[src/design/zmh_pkg.sv]
// Package for the move hash update block: table layout, codes and shared types.
// No dependencies; used by every module of the block except zmh_ram.
package zmh_pkg;

  localparam int TableWords = 850;
  localparam int AddrW      = 10;

  localparam logic [AddrW-1:0] TABLE_LAST  = 10'd849;
  localparam logic [AddrW-1:0] CASTLE_BASE = 10'd768;
  localparam logic [AddrW-1:0] EP_BASE     = 10'd784;
  localparam logic [AddrW-1:0] SIDE_INDEX  = 10'd849;
  localparam logic [AddrW-1:0] TABLE_FULL  = 10'd850;

  localparam logic [1:0] KIND_LOAD = 2'd0;
  localparam logic [1:0] KIND_SET  = 2'd1;
  localparam logic [1:0] KIND_MOVE = 2'd2;

  localparam logic [2:0] PAWN_CODE = 3'd0;
  localparam logic [2:0] ROOK_CODE = 3'd3;
  localparam logic [2:0] KING_CODE = 3'd5;

  localparam logic [5:0] SHORT_WHITE = 6'd6;
  localparam logic [5:0] SHORT_BLACK = 6'd62;
  localparam logic [5:0] LONG_WHITE  = 6'd2;
  localparam logic [5:0] LONG_BLACK  = 6'd58;
  localparam logic [5:0] RANK_STEP   = 6'd8;

  localparam logic [6:0] EP_NONE = 7'd64;

  // key lookup slots of one move
  localparam logic [3:0] SLOT_FROM   = 4'd0;
  localparam logic [3:0] SLOT_EP_A   = 4'd1;
  localparam logic [3:0] SLOT_EP_B   = 4'd2;
  localparam logic [3:0] SLOT_CS_MOV = 4'd3;
  localparam logic [3:0] SLOT_CS_BRD = 4'd4;
  localparam logic [3:0] SLOT_X      = 4'd5;
  localparam logic [3:0] SLOT_Y      = 4'd6;
  localparam logic [3:0] SLOT_Z      = 4'd7;
  localparam logic [3:0] SLOT_SIDE   = 4'd8;

  typedef struct packed {
    logic       latch;
    logic       load;
    logic       set;
    logic       issue;
    logic [3:0] slot;
  } zmh_cmd_t;

  typedef struct packed {
    logic [1:0] kind;
  } zmh_stat_t;

  // piece key word: (color*6 + pc)*64 + sq
  function automatic logic [AddrW-1:0] piece_addr(input logic color, input logic [2:0] pc,
                                                  input logic [5:0] sq);
    logic [3:0] row;
    row = {1'b0, pc} + (color ? 4'd6 : 4'd0);
    return {row, sq};
  endfunction

endpackage

[src/design/zmh_ctrl.sv]
// Controller: sequences load, set and the key lookups of a move.
// Depends on zmh_pkg.
module zmh_ctrl (
  input  logic              clk,
  input  logic              rst,
  input  logic              start,
  input  zmh_pkg::zmh_stat_t stat,
  output zmh_pkg::zmh_cmd_t  cmd,
  output logic              busy,
  output logic              done
);
  import zmh_pkg::*;

  localparam logic [2:0] S_IDLE  = 3'd0;
  localparam logic [2:0] S_DEC   = 3'd1;
  localparam logic [2:0] S_RUN   = 3'd2;
  localparam logic [2:0] S_DRAIN = 3'd3;
  localparam logic [2:0] S_DONE  = 3'd4;

  logic [2:0] state, state_next;
  logic [3:0] slot, slot_next;

  always_comb begin
    state_next = state;
    slot_next  = slot;
    cmd        = '0;
    cmd.slot   = slot;
    case (state)
      S_IDLE: begin
        if (start) begin
          cmd.latch  = 1'b1;
          state_next = S_DEC;
        end
      end
      S_DEC: begin
        slot_next = SLOT_FROM;
        case (stat.kind)
          KIND_LOAD: begin
            cmd.load   = 1'b1;
            state_next = S_DONE;
          end
          KIND_SET: begin
            cmd.set    = 1'b1;
            state_next = S_DONE;
          end
          KIND_MOVE: state_next = S_RUN;
          default:   state_next = S_DONE;
        endcase
      end
      S_RUN: begin
        cmd.issue = 1'b1;
        slot_next = slot + 4'd1;
        if (slot == SLOT_SIDE) begin
          state_next = S_DRAIN;
        end
      end
      S_DRAIN: state_next = S_DONE;
      S_DONE:  state_next = S_IDLE;
      default: state_next = S_IDLE;
    endcase
  end

  always_ff @(posedge clk) begin
    if (rst) begin
      state <= S_IDLE;
      slot  <= SLOT_FROM;
    end else begin
      state <= state_next;
      slot  <= slot_next;
    end
  end

  assign busy = (state != S_IDLE);
  assign done = (state == S_DONE);

endmodule

[config.mk]
export PLATFORM = sky130hd
export DESIGN_NAME = zmh_ctrl
export DESIGN_NICKNAME = d
export VERILOG_FILES = /design/src/design/zmh_pkg.sv /design/src/design/zmh_ctrl.sv
export SDC_FILE = /design/constraint.sdc
export NUM_CORES = 1
export LEC_CHECK = 0
export ABC_CLOCK_PERIOD_IN_PS = 1140
export BUFFER_PORTS_ARGS = -buffer_cell sky130_fd_sc_hd__buf_2
export CAP_MARGIN = 5
export CORE_AREA = 5 5 42 44
export CTS_CLUSTER_DIAMETER = 100
export DETAILED_ROUTE_END_ITERATION = 8
export DIE_AREA = 0 0 47 49
export GPL_TIMING_DRIVEN = 1
export PLACE_DENSITY_LB_ADDON = 0.15
export SYNTH_ARGS = -nofsm -noshare
export SYNTH_HDL_FRONTEND = slang
export SYNTH_SLANG_ARGS = --single-unit
[constraint.sdc]
create_clock -name clk -period 1.14 [get_ports clk]
set_input_delay 0.057 -clock clk [delete_from_list [all_inputs] [get_ports clk]]
set_output_delay 0.057 -clock clk [all_outputs]
set_load 0.05 [all_outputs]
==> results by group <==
Detailed routing
  • Metal2 WL: 617 um
  • Final WL: ~1.3 mm
  • # DRC: 0
  • Drt via density: 5.06
  • Met1 Wirelength: 619 um
  • WL per Instance: 13.3 um
  • First drt pass iteration count: 3
  • ANT nets after route: 0
  • Met3 wire len: 68 um
  • Top sig layer: met4
  • Via count: a little over 500
  • DRT iter0 DRCs: 1

Cells and area
  • Layout cell share with drive strength beyond 1: 66.7%
  • Nets: between 90 and 100
  • Synth-to-Final Area Change: 69.7%
  • Fin util: between 50% and 60%
  • Ant. Diodes: 0

STA
  • Final hold violation count: 0
  • Tcrit/Tclk final: 113%
  • Worst Clk Skew: 0.00380 ns
  • Minimum clock period: 1.29 ns
  • Worst setup margin: -0.146 ns
  • Relative slew margins: 82.5%
  • Slew Limit Fails: 0
  • RSZ-0062 raised after global routing: yes
  • Worst-Margin Slew: 0.262 ns
  • Max frequency: just under 800 MHz
  • Final setup viols: 7

Synthesis
  • Seq cells post-synth: 7
  • Top cells by area, synth: dfxtp_1 (29%), a21oi_1 (5.1%), and4bb_1 (5.1%)
  • Yosys top cell by area: dfxtp_1
  • Syn avg cell area: between 8 and 9 um^2
  • Mapped Nets: between 60 and 70
  • Synth unique cells: 31
  • Post-Syn Area: 487 um^2
  • Cells after Synth: between 50 and 60
  • Ys Warns: 0
  • Synth top area share: between 20% and 30%
  • Seq/Total Area, Yosys: 28.8%

Critical path
  • Crit path max-delay family: simple AND/OR/NAND/NOR gates
  • Crit path kind: flip-flop to primary output
  • CP endpoint kind: primary output
  • Worst path bufs/invs: 1
  • CP max FO: 4
  • Critical path's largest stage delay: 0.35 ns
  • Worst setup SP type: flip-flop
  • Max stage delay cell, worst path: dfxtp_4
  • Crit path DAT: approximately 1.2 ns
  • Critical path, cell by cell: nand2b_4, nor4b_4, buf_6
  • Crit path required time: ~1.1 ns

CTS
  • CTS tree: built
  • Num Clock Sinks: 7
  • Clock Latency Late Sink: 0.26 ns
  • TritonCTS Buffers: 3
  • Root buf cell: clkbuf_4
  • CTS H-tree depth: 1
  • Worst-path clk slew: about 0.050 ns
  • CTS max path bufs: 2
  • Hold Buf Count CTS: 0

Global route
  • Overflow after GRT: 0
  • Initial antenna violation count: 0
  • Vias in the first global route: 488
  • Global-route wire length before repair: 2.19 mm
  • Largest net degree at the start of global routing: 10
  • GR Util All Layers: 13.0%

Power
  • Leak pwr: 0.341 nW
  • Max VDD drop: 517 uV
  • Power per cell area: 843 nW/um^2

Run status
  • Status: finished, violations left
  • Violated checks: setup timing

Die
  • Core Rows: 14
  • Height of the die: 49 um
  • Core Region: 1400 um^2
  • Die X: between 40 and 50 um
  • Die area: about 2300 um^2
  • Initial Utilization: 34.7%
  • IO Pins: 15

Flow run
  • Max cap viols: 0

Place
  • Post-placement setup slack: -0.0263 ns
  • Hpwl dp: roughly 900 um
  • GP Congestion: 0.734
  • IO Port Bufs: 14

Hold path
  • Worst hold-check path type: input pin to flip-flop
kinds of logic (layout without fill, tap and decap cells):
| kind of cell | Yosys count | in the layout | share of synthesized area (%) |
|---|---|---|---|
| buf+inv | 8 | 37 | 10.0 |
| simple gates | 25 | 25 | 36.8 |
| compound gates | 12 | 12 | 17.2 |
| fa+ha+maj | 2 | 2 | 5.14 |
| mux | 1 | 1 | 2.06 |
| flops | 7 | 7 | 28.8 |
flip-flops by register name, indices dropped and copies added (netlist names):
name   flops
slot       4
state      3
worst paths after layout:
path	to	cells past startpoint	slack, ns	start
worst max register to register	slot[3]	7	-0.05	state[2]
worst min register to register	slot[3]	2	0.53	slot[3]
worst max-delay path	cmd[5]	3	-0.15	state[2]
worst min-delay path	state[0]	3	0.08	start
layout make-up:
class	count	area, um^2
sequential	7	159
clock buffer	4	26.3
multi-input combinational	40	378
inverter	4	15.0
tap	16	20.0
fill	135	576
timing repair buffer	29	228
layer usage:
layer,GRT usage [%],up-vias
li1,-,260
met1,16.7,230
met2,18.6,12
met3,5.54,4
met4,5.53,0
met5,0,-
report_power, final:
part / total, mW / switching [mW] / internal [mW]
sequential: 0.257 / 0.0117 / 0.245
combinational: 0.208 / 0.109 / 0.0985
clock: 0.232 / 0.0978 / 0.134
total: 0.696 / 0.219 / 0.477
stage by stage:
step                      total power, mW  area, um^2  hold slack (ns)  std cells  TNS, ns
after CTS                           0.665         729           0.0771         95   -0.453
final                               0.696         826           0.0823        100   -0.588
after floorplan                     0.368         533            0.181         55   -0.230
after global placement              0.414         657            0.354         90  -0.0280
after global routing                0.734         826           0.0996        100    -1.03
after detailed placement            0.415         657            0.358         90  -0.0326
layout by cell type (no fill, tap or decap), types with 3 or more instances in the layout:
cell | synthesis | layout
buf_4 | 1 | 14
buf_2 | 0 | 8
buf_6 | 2 | 6
a21oi_1 | 5 | 4
dfxtp_4 | 0 | 4
inv_2 | 0 | 3
nand3_1 | 3 | 3
clkbuf_4 | 0 | 3
dfxtp_2 | 0 | 3
synthesized netlist by cell type:
library cell	instances
a2111oi_2	1
a21oi_1	5
a31oi_1	2
and2_1	1
and3_1	2
and4bb_1	2
buf_4	1
buf_6	2
clkbuf_1	1
dfxtp_1	7
ha_1	2
inv_1	4
mux2i_1	1
nand2_1	2
nand2b_1	2
nand2b_4	1
nand3_1	3
nand3b_1	1
nand4b_1	1
nand4bb_1	1
nor2_1	1
nor2_2	1
nor2b_1	1
nor3_1	2
nor3_2	1
nor3b_1	1
nor4_1	1
nor4b_1	1
o21ai_0	2
o21ai_1	1
o32ai_2	1
worst min-delay path, delay by kind of cell:
| family | cells | cell delay, ns |
|---|---|---|
| AO/OA/AOI/OAI | 1 | 0.06 |
| buffers and inverters | 1 | 0.10 |
| AND/OR/NAND/NOR | 1 | 0.08 |
what timing repair did:
action,4_1_cts,5_1_grt
gates resized for setup,14,17
endpoints found under the setup margin,7,8
setup buffers,1,6
pin swaps,2,7
cloned,0,0
Note: power is estimated with default switching activity, not from simulation.
